--- config.mk ---
export PLATFORM = sky130hd
export DESIGN_NAME = multirotor_motor_mixer_core_flat
export DESIGN_NICKNAME = d
export VERILOG_FILES = /design/src/mmm_pkg.sv /design/src/mmm_sample_if.sv /design/src/mmm_motor_if.sv /design/src/mmm_cfg_if.sv /design/src/multirotor_motor_mixer_core.sv /design/src/mmm_cfg_regs.sv /design/src/mmm_front.sv /design/src/mmm_queue.sv /design/src/mmm_back.sv /design/src/flat_wrapper.sv
export SDC_FILE = /design/constraint.sdc
export NUM_CORES = 2
export LEC_CHECK = 0
export BUFFER_PORTS_ARGS = -buffer_cell sky130_fd_sc_hd__buf_2
export CAP_MARGIN = 20
export CORE_ASPECT_RATIO = 1.2
export CORE_MARGIN = 2
export CORE_UTILIZATION = 40
export CTS_CLUSTER_DIAMETER = 60
export DETAILED_ROUTE_END_ITERATION = 16
export PLACE_DENSITY = 0.63
export REMOVE_ABC_BUFFERS = 1
export SETUP_SLACK_MARGIN = 0.5
export SLEW_MARGIN = 20
export SYNTH_ARGS = -nofsm -noshare
export SYNTH_HDL_FRONTEND = slang
export SYNTH_SLANG_ARGS = --single-unit
--- constraint.sdc ---
create_clock -name clk -period 50.7 [get_ports clk]
set_input_delay 12.675 -clock clk [delete_from_list [all_inputs] [get_ports clk]]
set_output_delay 12.675 -clock clk [all_outputs]
set_load 0.03 [all_outputs]
--- src/mmm_pkg.sv ---
`default_nettype none

package mmm_pkg;

    localparam int CMD_W     = 13;
    localparam int TERM_W    = 16;
    localparam int IDX_W     = 3;
    localparam int FRAC_W    = 16;
    localparam int YAW_W     = 18;
    localparam int ROLLW_W   = 33;
    localparam int INT_W     = 20;
    localparam int MIX_W     = 36;
    localparam int EXC_W     = 19;
    localparam int CFG_IDX_W = 3;
    localparam int CFG_DAT_W = 13;

    localparam int QUAD_MOTORS = 4;
    localparam int HEX_MOTORS  = 6;

    // 0.866025 in q0.16
    localparam logic [FRAC_W:0] HEX_ROLL = 17'd56756;

    typedef enum logic [CFG_IDX_W-1:0] {
        CFG_MIXER_TYPE    = 3'd0,
        CFG_YAW_DIRECTION = 3'd1,
        CFG_MIN_THROTTLE  = 3'd2,
        CFG_MAX_THROTTLE  = 3'd3,
        CFG_MIN_CHECK     = 3'd4,
        CFG_MIN_COMMAND   = 3'd5
    } cfg_idx_t;

    typedef enum logic [1:0] {
        COEF_ZERO,
        COEF_POS,
        COEF_NEG
    } coef_t;

    typedef struct packed {
        logic              mixer_type;
        logic signed [1:0] yaw_direction;
        logic [CMD_W-1:0]  min_throttle;
        logic [CMD_W-1:0]  max_throttle;
        logic [CMD_W-1:0]  min_check;
        logic [CMD_W-1:0]  min_command;
    } cfg_t;

    typedef struct packed {
        logic [IDX_W-1:0] count;
        logic [EXC_W-1:0] excess;
        logic             force_min;
        logic             disarmed;
    } mix_ctl_t;

    typedef logic signed [MIX_W-1:0] mix_t;

    function automatic logic roll_neg(input logic hex, input logic [IDX_W-1:0] idx);
        logic neg;
        if (hex)
        begin
            neg = (idx == 3'd1) || (idx == 3'd2) || (idx == 3'd3);
        end
        else
        begin
            neg = (idx == 3'd1) || (idx == 3'd2);
        end
        return neg;
    endfunction

    function automatic coef_t pitch_coef(input logic hex, input logic [IDX_W-1:0] idx);
        coef_t c;
        if (hex)
        begin
            unique case (idx)
                3'd0, 3'd1: c = COEF_NEG;
                3'd3, 3'd4: c = COEF_POS;
                default:    c = COEF_ZERO;
            endcase
        end
        else
        begin
            unique case (idx)
                3'd0, 3'd1: c = COEF_NEG;
                3'd2, 3'd3: c = COEF_POS;
                default:    c = COEF_ZERO;
            endcase
        end
        return c;
    endfunction

    // same yaw pattern on both layouts
    function automatic logic yaw_neg(input logic [IDX_W-1:0] idx);
        return !idx[0];
    endfunction

endpackage

`default_nettype wire

--- src/mmm_sample_if.sv ---
`default_nettype none

interface mmm_sample_if;
    logic                            valid;
    logic                            ready;
    logic [mmm_pkg::CMD_W-1:0]       throttle_level;
    logic signed [mmm_pkg::TERM_W-1:0] roll_term;
    logic signed [mmm_pkg::TERM_W-1:0] pitch_term;
    logic signed [mmm_pkg::TERM_W-1:0] yaw_term;
    logic [mmm_pkg::CMD_W-1:0]       stick_throttle;
    logic                            throttle_only_mode;
    logic                            is_armed;

    modport source (
        output valid, throttle_level, roll_term, pitch_term, yaw_term,
               stick_throttle, throttle_only_mode, is_armed,
        input  ready
    );
    modport sink (
        input  valid, throttle_level, roll_term, pitch_term, yaw_term,
               stick_throttle, throttle_only_mode, is_armed,
        output ready
    );
endinterface

`default_nettype wire

--- src/mmm_motor_if.sv ---
`default_nettype none

interface mmm_motor_if;
    logic                      valid;
    logic                      ready;
    logic [mmm_pkg::IDX_W-1:0] motor_index;
    logic [mmm_pkg::CMD_W-1:0] motor_value;
    logic                      last_of_run;

    modport source (
        output valid, motor_index, motor_value, last_of_run,
        input  ready
    );
    modport sink (
        input  valid, motor_index, motor_value, last_of_run,
        output ready
    );
endinterface

`default_nettype wire

--- src/mmm_cfg_if.sv ---
`default_nettype none

interface mmm_cfg_if;
    logic                          valid;
    logic                          ready;
    logic [mmm_pkg::CFG_IDX_W-1:0] index;
    logic [mmm_pkg::CFG_DAT_W-1:0] data;

    modport source (
        output valid, index, data,
        input  ready
    );
    modport sink (
        input  valid, index, data,
        output ready
    );
endinterface

`default_nettype wire

--- src/multirotor_motor_mixer_core.sv ---
`default_nettype none

// a sample transfer passes the front stages, the two-entry queue and the output register
// to its first motor command, then one motor command per cycle while motor.ready stays
// high (4 for quad x, 6 for hex x); that single output register sets how often samples
// are taken, and the front pipeline runs ahead
// reset: config registers return to defaults, pipeline and two-entry queue are emptied
module multirotor_motor_mixer_core #(
    parameter int MAX_MOTORS = 6
) (
    input  wire logic   clk,
    input  wire logic   rst_n,
    mmm_sample_if.sink  sample,
    mmm_cfg_if.sink     cfg,
    mmm_motor_if.source motor
);
    import mmm_pkg::*;

    localparam int ENTRY_W = $bits(mix_ctl_t) + MAX_MOTORS * MIX_W;

    cfg_t                  cfg_cur;
    logic                  f_valid;
    mix_ctl_t              f_ctl;
    mix_t [MAX_MOTORS-1:0] f_mix;
    logic                  q_full;
    logic                  q_valid;
    logic                  q_pop;
    logic [ENTRY_W-1:0]    q_data;
    mix_ctl_t              q_ctl;
    mix_t [MAX_MOTORS-1:0] q_mix;

    assign {q_ctl, q_mix} = q_data;

    mmm_cfg_regs u_cfg (
        .clk     (clk),
        .rst_n   (rst_n),
        .cfg     (cfg),
        .cfg_out (cfg_cur)
    );

    mmm_front #(
        .MAX_MOTORS (MAX_MOTORS)
    ) u_front (
        .clk       (clk),
        .rst_n     (rst_n),
        .sample    (sample),
        .cfg       (cfg_cur),
        .q_full    (q_full),
        .out_valid (f_valid),
        .out_ctl   (f_ctl),
        .out_mix   (f_mix)
    );

    mmm_queue #(
        .WIDTH (ENTRY_W),
        .DEPTH (2)
    ) u_queue (
        .clk        (clk),
        .rst_n      (rst_n),
        .push_valid (f_valid),
        .push_data  ({f_ctl, f_mix}),
        .full       (q_full),
        .pop        (q_pop),
        .pop_valid  (q_valid),
        .pop_data   (q_data)
    );

    mmm_back #(
        .MAX_MOTORS (MAX_MOTORS)
    ) u_back (
        .clk     (clk),
        .rst_n   (rst_n),
        .cfg     (cfg_cur),
        .q_valid (q_valid),
        .q_ctl   (q_ctl),
        .q_mix   (q_mix),
        .q_pop   (q_pop),
        .motor   (motor)
    );

endmodule

`default_nettype wire

--- src/mmm_cfg_regs.sv ---
`default_nettype none

module mmm_cfg_regs (
    input  wire logic    clk,
    input  wire logic    rst_n,
    mmm_cfg_if.sink      cfg,
    output mmm_pkg::cfg_t cfg_out
);
    import mmm_pkg::*;

    cfg_t cfg_reg;

    assign cfg.ready = 1'b1;
    assign cfg_out   = cfg_reg;

    always_ff @(posedge clk or negedge rst_n)
    begin
        if (!rst_n)
        begin
            cfg_reg.mixer_type    <= 1'b0;
            cfg_reg.yaw_direction <= 2'sd1;
            cfg_reg.min_throttle  <= 13'd2000;
            cfg_reg.max_throttle  <= 13'd4000;
            cfg_reg.min_check     <= 13'd2100;
            cfg_reg.min_command   <= 13'd2000;
        end
        else if (cfg.valid && cfg.ready)
        begin
            unique case (cfg_idx_t'(cfg.index))
                CFG_MIXER_TYPE:    cfg_reg.mixer_type    <= cfg.data[0];
                CFG_YAW_DIRECTION: cfg_reg.yaw_direction <= $signed(cfg.data[1:0]);
                CFG_MIN_THROTTLE:  cfg_reg.min_throttle  <= cfg.data;
                CFG_MAX_THROTTLE:  cfg_reg.max_throttle  <= cfg.data;
                CFG_MIN_CHECK:     cfg_reg.min_check     <= cfg.data;
                CFG_MIN_COMMAND:   cfg_reg.min_command   <= cfg.data;
                default:           ;
            endcase
        end
    end

endmodule

`default_nettype wire

--- src/mmm_front.sv ---
`default_nettype none

module mmm_front #(
    parameter int MAX_MOTORS = 6
) (
    input  wire logic                          clk,
    input  wire logic                          rst_n,
    mmm_sample_if.sink                         sample,
    input  wire mmm_pkg::cfg_t                 cfg,
    input  wire logic                          q_full,
    output logic                               out_valid,
    output mmm_pkg::mix_ctl_t                  out_ctl,
    output mmm_pkg::mix_t [MAX_MOTORS-1:0]     out_mix
);
    import mmm_pkg::*;

    localparam int NPAIR = (MAX_MOTORS + 1) / 2;
    localparam logic [IDX_W-1:0] QUAD_N = IDX_W'(QUAD_MOTORS);
    localparam logic [IDX_W-1:0] HEX_N  =
        IDX_W'((MAX_MOTORS < HEX_MOTORS) ? MAX_MOTORS : HEX_MOTORS);

    logic en;

    // stage 1: products and flags
    logic                       s1_valid_reg;
    logic [CMD_W-1:0]           s1_thr_reg;
    logic signed [TERM_W-1:0]   s1_pitch_reg;
    logic signed [YAW_W-1:0]    s1_yaw_reg;
    logic signed [ROLLW_W-1:0]  s1_roll_reg;
    logic                       s1_hex_reg;
    logic [IDX_W-1:0]           s1_count_reg;
    logic                       s1_force_reg;
    logic                       s1_disarm_reg;

    logic signed [YAW_W-1:0]    yaw_ext;
    logic signed [YAW_W-1:0]    ydir_ext;
    logic signed [YAW_W-1:0]    yaw_next;
    logic signed [ROLLW_W-1:0]  roll_ext;
    logic signed [ROLLW_W-1:0]  roll_hex;
    logic signed [ROLLW_W-1:0]  roll_next;

    // stage 2: motor mixes
    logic                       s2_valid_reg;
    mix_t [MAX_MOTORS-1:0]      s2_mix_reg;
    mix_t [MAX_MOTORS-1:0]      mix_next;
    logic [IDX_W-1:0]           s2_count_reg;
    logic                       s2_force_reg;
    logic                       s2_disarm_reg;

    // stage 3: pairwise maxima
    logic                       s3_valid_reg;
    mix_t [MAX_MOTORS-1:0]      s3_mix_reg;
    mix_t [NPAIR-1:0]           s3_pmax_reg;
    mix_t [NPAIR-1:0]           pmax_next;
    logic [NPAIR-1:0]           s3_pvld_reg;
    logic [NPAIR-1:0]           pvld_next;
    logic [IDX_W-1:0]           s3_count_reg;
    logic                       s3_force_reg;
    logic                       s3_disarm_reg;

    // stage 4: largest motor
    logic                       s4_valid_reg;
    mix_t [MAX_MOTORS-1:0]      s4_mix_reg;
    mix_t                       s4_big_reg;
    mix_t                       big_next;
    logic [IDX_W-1:0]           s4_count_reg;
    logic                       s4_force_reg;
    logic                       s4_disarm_reg;

    // stage 5: excess over max throttle
    logic                       s5_valid_reg;
    mix_t [MAX_MOTORS-1:0]      s5_mix_reg;
    mix_ctl_t                   s5_ctl_reg;
    logic signed [INT_W-1:0]    big_int;
    logic signed [INT_W-1:0]    max_ext;
    logic signed [INT_W-1:0]    exc_diff;
    logic [EXC_W-1:0]           excess_next;

    assign en           = !s5_valid_reg || !q_full;
    assign sample.ready = en;

    assign out_valid = s5_valid_reg;
    assign out_ctl   = s5_ctl_reg;
    assign out_mix   = s5_mix_reg;

    always_comb
    begin
        yaw_ext   = YAW_W'(sample.yaw_term);
        ydir_ext  = YAW_W'($signed(cfg.yaw_direction));
        yaw_next  = yaw_ext * ydir_ext;
        roll_ext  = ROLLW_W'(sample.roll_term);
        roll_hex  = roll_ext * $signed({{(ROLLW_W-FRAC_W-1){1'b0}}, HEX_ROLL});
        roll_next = cfg.mixer_type ? roll_hex : (roll_ext <<< FRAC_W);
    end

    always_comb
    begin
        logic signed [INT_W-1:0] ip;
        logic signed [INT_W-1:0] pitch_e;
        logic signed [INT_W-1:0] yaw_e;
        logic signed [MIX_W-1:0] roll_e;
        logic signed [MIX_W-1:0] int_sh;
        pitch_e = INT_W'(s1_pitch_reg);
        yaw_e   = INT_W'(s1_yaw_reg);
        roll_e  = MIX_W'(s1_roll_reg);
        for (int i = 0; i < MAX_MOTORS; i++)
        begin
            ip = $signed({{(INT_W-CMD_W){1'b0}}, s1_thr_reg});
            unique case (pitch_coef(s1_hex_reg, IDX_W'(i)))
                COEF_POS: ip = ip + pitch_e;
                COEF_NEG: ip = ip - pitch_e;
                default:  ;
            endcase
            ip = yaw_neg(IDX_W'(i)) ? (ip - yaw_e) : (ip + yaw_e);
            int_sh = {ip, {FRAC_W{1'b0}}};
            mix_next[i] = roll_neg(s1_hex_reg, IDX_W'(i)) ? (int_sh - roll_e)
                                                           : (int_sh + roll_e);
        end
    end

    for (genvar k = 0; k < NPAIR; k++)
    begin : g_pair
        if (2 * k + 1 < MAX_MOTORS)
        begin : g_two
            logic hi_ok;
            assign hi_ok = IDX_W'(2 * k + 1) < s2_count_reg;
            assign pmax_next[k] = (hi_ok && (s2_mix_reg[2*k+1] > s2_mix_reg[2*k]))
                                  ? s2_mix_reg[2*k+1] : s2_mix_reg[2*k];
        end
        else
        begin : g_one
            assign pmax_next[k] = s2_mix_reg[2*k];
        end
        assign pvld_next[k] = IDX_W'(2 * k) < s2_count_reg;
    end

    always_comb
    begin
        big_next = s3_pmax_reg[0];
        for (int k = 1; k < NPAIR; k++)
        begin
            if (s3_pvld_reg[k] && (s3_pmax_reg[k] > big_next))
            begin
                big_next = s3_pmax_reg[k];
            end
        end
    end

    // floor equals truncation wherever the excess test can pass
    always_comb
    begin
        big_int     = s4_big_reg[MIX_W-1:FRAC_W];
        max_ext     = $signed({{(INT_W-CMD_W){1'b0}}, cfg.max_throttle});
        exc_diff    = big_int - max_ext;
        excess_next = (big_int > max_ext) ? exc_diff[EXC_W-1:0] : '0;
    end

    always_ff @(posedge clk or negedge rst_n)
    begin
        if (!rst_n)
        begin
            s1_valid_reg <= 1'b0;
            s2_valid_reg <= 1'b0;
            s3_valid_reg <= 1'b0;
            s4_valid_reg <= 1'b0;
            s5_valid_reg <= 1'b0;
        end
        else if (en)
        begin
            s1_valid_reg <= sample.valid;
            s2_valid_reg <= s1_valid_reg;
            s3_valid_reg <= s2_valid_reg;
            s4_valid_reg <= s3_valid_reg;
            s5_valid_reg <= s4_valid_reg;
        end
    end

    always_ff @(posedge clk)
    begin
        if (en)
        begin
            s1_thr_reg    <= sample.throttle_level;
            s1_pitch_reg  <= sample.pitch_term;
            s1_yaw_reg    <= yaw_next;
            s1_roll_reg   <= roll_next;
            s1_hex_reg    <= cfg.mixer_type;
            s1_count_reg  <= cfg.mixer_type ? HEX_N : QUAD_N;
            s1_force_reg  <= (sample.stick_throttle < cfg.min_check)
                             && sample.throttle_only_mode;
            s1_disarm_reg <= !sample.is_armed;

            s2_mix_reg    <= mix_next;
            s2_count_reg  <= s1_count_reg;
            s2_force_reg  <= s1_force_reg;
            s2_disarm_reg <= s1_disarm_reg;

            s3_mix_reg    <= s2_mix_reg;
            s3_pmax_reg   <= pmax_next;
            s3_pvld_reg   <= pvld_next;
            s3_count_reg  <= s2_count_reg;
            s3_force_reg  <= s2_force_reg;
            s3_disarm_reg <= s2_disarm_reg;

            s4_mix_reg    <= s3_mix_reg;
            s4_big_reg    <= big_next;
            s4_count_reg  <= s3_count_reg;
            s4_force_reg  <= s3_force_reg;
            s4_disarm_reg <= s3_disarm_reg;

            s5_mix_reg           <= s4_mix_reg;
            s5_ctl_reg.count     <= s4_count_reg;
            s5_ctl_reg.excess    <= excess_next;
            s5_ctl_reg.force_min <= s4_force_reg;
            s5_ctl_reg.disarmed  <= s4_disarm_reg;
        end
    end

endmodule

`default_nettype wire

--- src/mmm_queue.sv ---
`default_nettype none

module mmm_queue #(
    parameter int WIDTH = 240,
    parameter int DEPTH = 2
) (
    input  wire logic             clk,
    input  wire logic             rst_n,
    input  wire logic             push_valid,
    input  wire logic [WIDTH-1:0] push_data,
    output logic                  full,
    input  wire logic             pop,
    output logic                  pop_valid,
    output logic [WIDTH-1:0]      pop_data
);
    localparam int PTR_W = (DEPTH > 1) ? $clog2(DEPTH) : 1;
    localparam int CNT_W = $clog2(DEPTH + 1);
    localparam logic [PTR_W-1:0] LAST_PTR = PTR_W'(DEPTH - 1);
    localparam logic [CNT_W-1:0] DEPTH_CNT = CNT_W'(DEPTH);

    logic [WIDTH-1:0] entry_reg [DEPTH];
    logic [PTR_W-1:0] wr_ptr_reg;
    logic [PTR_W-1:0] rd_ptr_reg;
    logic [CNT_W-1:0] count_reg;
    logic             do_push;
    logic             do_pop;

    assign full      = count_reg == DEPTH_CNT;
    assign pop_valid = count_reg != '0;
    assign pop_data  = entry_reg[rd_ptr_reg];
    assign do_push   = push_valid && !full;
    assign do_pop    = pop && pop_valid;

    always_ff @(posedge clk or negedge rst_n)
    begin
        if (!rst_n)
        begin
            wr_ptr_reg <= '0;
            rd_ptr_reg <= '0;
            count_reg  <= '0;
        end
        else
        begin
            if (do_push)
            begin
                wr_ptr_reg <= (wr_ptr_reg == LAST_PTR) ? '0 : wr_ptr_reg + 1'b1;
            end
            if (do_pop)
            begin
                rd_ptr_reg <= (rd_ptr_reg == LAST_PTR) ? '0 : rd_ptr_reg + 1'b1;
            end
            if (do_push && !do_pop)
            begin
                count_reg <= count_reg + 1'b1;
            end
            else if (do_pop && !do_push)
            begin
                count_reg <= count_reg - 1'b1;
            end
        end
    end

    always_ff @(posedge clk)
    begin
        if (do_push)
        begin
            entry_reg[wr_ptr_reg] <= push_data;
        end
    end

endmodule

`default_nettype wire

--- src/mmm_back.sv ---
`default_nettype none

module mmm_back #(
    parameter int MAX_MOTORS = 6
) (
    input  wire logic                          clk,
    input  wire logic                          rst_n,
    input  wire mmm_pkg::cfg_t                 cfg,
    input  wire logic                          q_valid,
    input  wire mmm_pkg::mix_ctl_t             q_ctl,
    input  wire mmm_pkg::mix_t [MAX_MOTORS-1:0] q_mix,
    output logic                               q_pop,
    mmm_motor_if.source                        motor
);
    import mmm_pkg::*;

    localparam int SEL_W = $clog2(MAX_MOTORS);
    localparam int V_W   = MIX_W + 1;
    localparam logic [IDX_W-1:0] HEX_N =
        IDX_W'((MAX_MOTORS < HEX_MOTORS) ? MAX_MOTORS : HEX_MOTORS);

    logic             out_valid_reg;
    logic [IDX_W-1:0] idx_reg;
    logic [IDX_W-1:0] index_reg;
    logic [CMD_W-1:0] value_reg;
    logic             last_reg;

    logic                  advance;
    logic                  load;
    logic                  last;
    mix_t                  sel;
    logic signed [V_W-1:0] sel_ext;
    logic signed [V_W-1:0] exc_sh;
    logic signed [V_W-1:0] v;
    logic signed [V_W-1:0] lo;
    logic signed [V_W-1:0] hi;
    logic [CMD_W-1:0]      value_next;

    assign advance = !out_valid_reg || motor.ready;
    assign load    = advance && q_valid;
    assign last    = idx_reg == (q_ctl.count - 1'b1);
    assign q_pop   = load && last;

    assign motor.valid       = out_valid_reg;
    assign motor.motor_index = index_reg;
    assign motor.motor_value = value_reg;
    assign motor.last_of_run = last_reg;

    always_comb
    begin
        sel     = q_mix[idx_reg[SEL_W-1:0]];
        sel_ext = V_W'(sel);
        exc_sh  = $signed({{(V_W-EXC_W-FRAC_W){1'b0}}, q_ctl.excess, {FRAC_W{1'b0}}});
        v       = sel_ext - exc_sh;
        lo      = $signed({{(V_W-CMD_W-FRAC_W){1'b0}}, cfg.min_throttle, {FRAC_W{1'b0}}});
        hi      = $signed({{(V_W-CMD_W-FRAC_W){1'b0}}, cfg.max_throttle, {FRAC_W{1'b0}}});
        priority if (v < lo)
        begin
            value_next = cfg.min_throttle;
        end
        else if (v > hi)
        begin
            value_next = cfg.max_throttle;
        end
        else
        begin
            value_next = v[FRAC_W +: CMD_W];
        end
        if (q_ctl.force_min)
        begin
            value_next = cfg.min_throttle;
        end
        if (q_ctl.disarmed)
        begin
            value_next = cfg.min_command;
        end
    end

    always_ff @(posedge clk or negedge rst_n)
    begin
        if (!rst_n)
        begin
            out_valid_reg <= 1'b0;
            idx_reg       <= '0;
        end
        else
        begin
            if (advance)
            begin
                out_valid_reg <= q_valid;
            end
            if (load)
            begin
                idx_reg <= last ? '0 : idx_reg + 1'b1;
            end
        end
    end

    always_ff @(posedge clk)
    begin
        if (load)
        begin
            index_reg <= idx_reg;
            value_reg <= value_next;
            last_reg  <= last;
        end
    end

`ifndef ASSERT_OFF
    a_index_range: assert property (@(posedge clk) disable iff (!rst_n)
        motor.valid |-> (motor.motor_index < HEX_N))
        else $error("motor index beyond motor count");

    a_index_step: assert property (@(posedge clk) disable iff (!rst_n)
        (motor.valid && motor.ready && !motor.last_of_run) |=>
        (motor.valid && (motor.motor_index == $past(motor.motor_index) + 1'b1)))
        else $error("sample run broken or skipped a motor");

    a_run_restart: assert property (@(posedge clk) disable iff (!rst_n)
        (motor.valid && motor.ready && motor.last_of_run) |=>
        (!motor.valid || (motor.motor_index == '0)))
        else $error("new sample does not start at motor zero");
`endif

endmodule

`default_nettype wire

--- src/flat_wrapper.sv ---
// flat-port wrapper written by rule: the top's interface ports become plain ports
module multirotor_motor_mixer_core_flat import mmm_pkg::*;
#(
    parameter int MAX_MOTORS = 6
)
  (clk, rst_n, sample_valid, sample_throttle_level, sample_roll_term, sample_pitch_term, sample_yaw_term, sample_stick_throttle, sample_throttle_only_mode, sample_is_armed, sample_ready, cfg_valid, cfg_index, cfg_data, cfg_ready, motor_valid, motor_motor_index, motor_motor_value, motor_last_of_run, motor_ready);
  mmm_sample_if sample_i ();
  mmm_cfg_if cfg_i ();
  mmm_motor_if motor_i ();
  input  wire logic clk;
  input  wire logic rst_n;
  input wire logic [$bits(sample_i.valid)-1:0] sample_valid;
  input wire logic [$bits(sample_i.throttle_level)-1:0] sample_throttle_level;
  input wire logic [$bits(sample_i.roll_term)-1:0] sample_roll_term;
  input wire logic [$bits(sample_i.pitch_term)-1:0] sample_pitch_term;
  input wire logic [$bits(sample_i.yaw_term)-1:0] sample_yaw_term;
  input wire logic [$bits(sample_i.stick_throttle)-1:0] sample_stick_throttle;
  input wire logic [$bits(sample_i.throttle_only_mode)-1:0] sample_throttle_only_mode;
  input wire logic [$bits(sample_i.is_armed)-1:0] sample_is_armed;
  output wire logic [$bits(sample_i.ready)-1:0] sample_ready;
  input wire logic [$bits(cfg_i.valid)-1:0] cfg_valid;
  input wire logic [$bits(cfg_i.index)-1:0] cfg_index;
  input wire logic [$bits(cfg_i.data)-1:0] cfg_data;
  output wire logic [$bits(cfg_i.ready)-1:0] cfg_ready;
  output wire logic [$bits(motor_i.valid)-1:0] motor_valid;
  output wire logic [$bits(motor_i.motor_index)-1:0] motor_motor_index;
  output wire logic [$bits(motor_i.motor_value)-1:0] motor_motor_value;
  output wire logic [$bits(motor_i.last_of_run)-1:0] motor_last_of_run;
  input wire logic [$bits(motor_i.ready)-1:0] motor_ready;
  assign sample_i.valid = sample_valid;
  assign sample_i.throttle_level = sample_throttle_level;
  assign sample_i.roll_term = sample_roll_term;
  assign sample_i.pitch_term = sample_pitch_term;
  assign sample_i.yaw_term = sample_yaw_term;
  assign sample_i.stick_throttle = sample_stick_throttle;
  assign sample_i.throttle_only_mode = sample_throttle_only_mode;
  assign sample_i.is_armed = sample_is_armed;
  assign sample_ready = sample_i.ready;
  assign cfg_i.valid = cfg_valid;
  assign cfg_i.index = cfg_index;
  assign cfg_i.data = cfg_data;
  assign cfg_ready = cfg_i.ready;
  assign motor_valid = motor_i.valid;
  assign motor_motor_index = motor_i.motor_index;
  assign motor_motor_value = motor_i.motor_value;
  assign motor_last_of_run = motor_i.last_of_run;
  assign motor_i.ready = motor_ready;
  multirotor_motor_mixer_core #(.MAX_MOTORS(MAX_MOTORS)) u_core (.clk(clk), .rst_n(rst_n), .sample(sample_i), .cfg(cfg_i), .motor(motor_i));
endmodule
**Word level (Yosys, flattened, before mapping)**

Memory sizes are Yosys's and may differ from the RTL's.
Cells that the tools add are included.

- Add/sub/neg operators: 23
- $mul: 2
- Magnitude comparators: 16
- Equal/unequal tests: 11
- Mux-type cells: 26
- Reduce and logical (&&, ||, !) cells: 29

Operators with widths:

| kind | count |
|---|---|
| 2-to-1 mux 36 bit | 7 |
| > comparator 36 bit | 5 |
| binary-select mux 36 bit (select 3 bit) | 1 |
| case mux 20 bit (2 select lines) | 2 |
| adder 35 x 33 -> 36 bit | 2 |
| adder 36 x 33 -> 36 bit | 2 |
| subtractor 35 x 33 -> 36 bit | 2 |
| 2-to-1 mux 13 bit | 4 |
| subtractor 20 x 18 -> 20 bit | 2 |
| adder 17 x 18 -> 19 bit | 2 |
| > comparator 37 x 30 -> 1 bit | 1 |
| < comparator 37 x 30 -> 1 bit | 1 |
| subtractor 36 x 36 -> 37 bit | 1 |
| subtractor 36 x 33 -> 36 bit | 1 |
| 2-to-1 mux 33 bit | 1 |
| multiplier 16 x 15 -> 31 bit, second input constant | 1 |
| > comparator 20 x 14 -> 1 bit | 1 |
| adder 14 x 18 -> 19 bit | 1 |
| subtractor 17 x 18 -> 19 bit | 1 |
| subtractor 19 x 14 -> 19 bit | 1 |
| multiplier 16 x 2 -> 18 bit | 1 |
| adder 14 x 16 -> 17 bit | 1 |
| subtractor 14 x 16 -> 17 bit | 1 |
| < comparator 13 bit | 1 |
| 24 further kinds | 64 |

- Register bits after elaboration: 1221
- Memory bits (writable): 480
- Memories kept: 1

Memories:

| memory | depth | width | read ports | clocked after Yosys merged registers in | write ports | line | source |
|---|---|---|---|---|---|---|---|
| u_core.u_queue.entry_reg | 2 | 240 | 1 | 0 | 1 | mmm_queue.sv:21 | `logic [WIDTH-1:0] entry_reg [DEPTH];` |

**Logic depth before layout (Yosys ltp)**

An unclocked memory read counts as a cell.

- Word-level depth: 9
- Depth in mapped cells: 30
- Depth with buffers taken out: 29

**Cells and area by module**

A second synthesis with hierarchy kept.

- Cell total of the unflattened synthesis: 5684
- Area, all modules: 76807.4 µm²

By module, submodules not included:

| module | times used | cells an instance | area each (µm²) | sequential area each (µm²) |
|---|---|---|---|---|
| mmm_front | 1 | 4292 | 52176.3 | 25889.8 |
| mmm_queue | 1 | 766 | 18303.8 | 14513.9 |
| mmm_back | 1 | 504 | 4182.8 | 610.6 |
| mmm_cfg_regs | 1 | 122 | 2144.6 | 1405.1 |

**Worst setup path after synthesis**

OpenSTA, ideal clock, no wires.

- Path kind: flip-flop to output port
- Start point: register u_core.u_queue.count_reg[1]
- End point: output port sample_ready
- Data arrival time: 21.662 ns
- Data required time: 38.025 ns
- Slack: 16.363 ns
- Cell stages (with the launch flop): 2
- Cell sequence: dfrtp_1 -> nand3b_1

- Cells in the longest elaborated chain, start to end: 3

RTL lines:

| element | line | source |
|---|---|---|
| from (decl) | mmm_queue.sv:24 | `logic [CNT_W-1:0] count_reg;` |
| from (signal assigned) | mmm_queue.sv:54 | `count_reg <= count_reg + 1'b1;` |
| from (signal assigned) | mmm_queue.sv:58 | `count_reg <= count_reg - 1'b1;` |
| == test 2 bit | mmm_queue.sv:28 | `assign full = count_reg == DEPTH_CNT;` |
| logical NOT 1 bit | mmm_front.sv:79 | `assign en = !s5_valid_reg \|\| !q_full;` |
| logical OR 1 bit | mmm_front.sv:79 |  |
| to (decl) | flat_wrapper.sv:20 | `output wire logic [$bits(sample_i.ready)-1:0] sample_ready;` |

No other way between the ends.

**Worst setup path in the final report**

- Start point: input port sample_roll_term[15]
- End point: register u_core.u_front.s1_roll_reg[32], data pin

- Cells in the longest elaborated chain, start to end: 2

RTL lines:

| element | line | source |
|---|---|---|
| from (decl) | flat_wrapper.sv:14 | `input wire logic [$bits(sample_i.roll_term)-1:0] sample_roll_term;` |
| multiplier 16 x 15 -> 31 bit | mmm_front.sv:92 | `roll_hex = roll_ext * $signed({{(ROLLW_W-FRAC_W-1){1'b0}}, HEX_ROLL});` |
| 2-to-1 mux 33 bit * | mmm_front.sv:93 | `roll_next = cfg.mixer_type ? roll_hex : (roll_ext <<< FRAC_W);` |
| named net u_core.u_front.roll_next[32] | mmm_front.sv:40 | `logic signed [ROLLW_W-1:0] roll_next;` |
| to (signal assigned) | mmm_front.sv:185 | `s1_roll_reg <= roll_next;` |
| to (decl) | mmm_front.sv:29 | `logic signed [ROLLW_W-1:0] s1_roll_reg;` |

The timed path passes the listed nets; every way through them passes the cells marked *.
A chain may end at the register's enable or synchronous reset.

==> results.md <==
* Most frequent cells in the layout: edfxtp_1, ha_1, inv_1
* Clock-pin transition on the worst setup and hold timing paths at roughly 0.060 ns
* CTS tree: built
* #FFs+latches synth at roughly 1,300
* Startpoint Class: input port
* I/O Buffers at about 120
* DP HPWL at ~120,000 um
* CP Data Required Time at ~51 ns
* Fin crit period at ~18 ns
* Status: complete, no violations
* Vias/cell at roughly 5.2
* Postcts setup bufs at 0
* Synth area leaders: edfxtp_1, ha_1, fa_1
* H-tree Lvls at 4
* Commonest non-fill, non-tap cell in the layout: edfxtp_1
* Final hold violations at 0
* CTS Hold Bufs at 0
* RSZ-0062 raised after global routing: false
* Max cap viols at 0
* Worst skew pair latency at just under 0.8 ns
* Detailed Route Iter0 Violations at 2,145
* Clk_skew at roughly 0.03 ns
* Final setup fails at 0
* Core footprint at 172,200 um2
* CTS Buf Count at about 140
* Die Y at 459.6 um
* Mapped cell area at about 70,000 um2
* Pre-Repair DR Iteration Count at 5
* Final #Nets at just over 6,000
* Tot GR Track Use at 17.32%
* Max FFs per register at between 300 and 400
* Crit path DAT at around 19 ns
* Placed cell area at about 73,000 um2
* Largest area contributor in the netlist: edfxtp_1
* First-pass GRT wire length at 234,800 um
* Async set or reset register ratio after synthesis at ~5.2%
* Worst-margin pin slew at ~1.1 ns
* Fill count at about 15,000
* Period utilisation layout at approximately 36%
* I/O pin count at ~120
* Ys flop type: edfxtp_1
* Crit path kind: in2reg
* Yosys cell types at 94
* HP Class: reg2reg
* Final wirelength at about 150,000 um
* CP max FO at 30
* Row count at roughly 170
* R2R Setup Slk at around 43 ns
* Slew margin rel. at around 29%
* Yosys warning count at 0
* Final std cells w/o fill at 7,762
* Vias in the first global route at ~41,000
* Crit. End Element: register
* Area of the multi-input gates at roughly 28,000 um2
* Largest net degree at the start of global routing at 201
* Top cell type's share of synthesized area at a little over half
* Global route overflow at 0
* Pins Over Slew Limit at 0
* Starting Density at 40.19%
* Layout cells sized above 1 at 11.09%
* Clk sinks at about 1,300
* Storage cell area at 38,940 um2
* Via count at ~40,000
* Full die area at ~180,000 um2
* Setup TNS at 0 ns
* Final Instance Area at 76,970 um2
* Dpl cells at ~7,500
* Layout area overhead at 11.22%
* Die width at about 380 um
* Clock Path Buffers at 3
* Clock root buffer: clkbuf_16
* Wire per inst at between 15 and 20 um
* # DRC at 0
* Gpl congestion at approximately 0.9
* Syn Area/Cell at between 10 and 15 um2
* Gates resized, CTS repair at 0
* Seq/Total Area, Yosys at about 56%
* Fmax at around 0.055 GHz
* Final ANT Viol Nets at 0
* Post-synthesis cell count at 5,176
* Number of synthesized flops with an enable pin at 1,239
* Initial antenna violation count at 2
==> metal layers <==
| layer | track usage [%] | vias to the layer above | part of all wire, % |
|---|---|---|---|
| met5 | 0 | - | 0 |
| met1 | 22.05 | 19820 | 44 |
| met2 | 30.37 | 695 | 50 |
| li1 | - | 19520 | - |
| met3 | 2.287 | 202 | 3.3 |
| met4 | 5.587 | 0 | 2.9 |
==> cell families (layout without fill, tap and decap cells) <==
family	count (synthesis)	count (layout)	share of synthesized area (%)
flops	1307	1307	56.26
simple gates	995	995	7.158
buf+inv	592	896	3.254
fa+ha+maj	755	755	15.14
xor+xnor	299	299	3.784
other cells	1	2	0.005419
mux	328	328	5.928
compound gates	899	899	8.470
==> through the flow <==
stage / utilization, % / setup slack [ns] / hold slack (ns)
after floorplan: - / 16.36 / 0.4003
after global placement: 42.20 / 31.56 / 0.4007
after detailed placement: 42.20 / 31.57 / 0.4045
after CTS: 44.70 / 32.41 / 0.4133
after global routing: 44.70 / 32.00 / 0.4148
final: 44.70 / 32.36 / 0.4112
==> area by class of cell <==
class	count	area share, %
sequential	1307	50.60
multi-input combinational	3277	36.49
clock buffer	172	4.708
tap	2281	3.708
inverter	503	2.453
timing repair buffer	152	1.161
clock inverter	69	0.8827
antenna	1	0.003251
==> worst max-delay path, cell delays in order <==
cell and delay (ns):
buf_2 0.63, ha_1 0.46, fa_1 0.52, inv_1 0.05
fa_1 0.53, fa_1 0.44, fa_1 0.60, fa_1 0.43
ha_1 0.36, and2_1 0.20, a31oi_1 0.19, nand2_1 0.12
o41ai_1 0.57, o2111ai_1 0.23, o211ai_1 0.19, o21a_1 0.23
nor2_1 0.06, o32a_1 0.34
==> Yosys cell counts (all sizes together), types with 36 or more instances <==
| cell | instances |
|---|---|
| a21o | 119 |
| a21oi | 252 |
| and2 | 42 |
| clkbuf | 63 |
| dfrtp | 45 |
| edfxtp | 1239 |
| fa | 137 |
| ha | 618 |
| inv | 502 |
| mux2 | 139 |
| mux2i | 138 |
| mux4 | 51 |
| nand2 | 197 |
| nand2b | 50 |
| nand3 | 57 |
| nand4 | 58 |
| nor2 | 280 |
| nor2b | 83 |
| nor3 | 88 |
| o21a | 44 |
| o21ai | 199 |
| o21bai | 36 |
| xnor2 | 227 |
| xor2 | 72 |
==> final timing paths <==
check / start / to / cells after the start
worst max register to register: u_core.u_front.s3_pmax_reg[41]$_DFFE_PP_ / u_core.u_front.s4_big_reg[22]$_DFFE_PP_ / 24
worst min-delay path: u_core.u_front.s3_mix_reg[64]$_DFFE_PP_ / u_core.u_front.s4_mix_reg[64]$_DFFE_PP_ / 0
worst max-delay path: sample_roll_term[15] / u_core.u_front.s1_roll_reg[32]$_DFFE_PP_ / 18
min in group asynchronous: rst_n / u_core.u_back.motor.valid$_DFFE_PN0N_ / 1
worst min register to register: u_core.u_front.s3_mix_reg[64]$_DFFE_PP_ / u_core.u_front.s4_mix_reg[64]$_DFFE_PP_ / 0
max in group asynchronous: rst_n / u_core.u_queue.rd_ptr_reg$_DFFE_PN0P_ / 1
Power is left out: the tool's default activity adds up to more than one toggle a clock period on the data nets, which glitch-free logic cannot reach.
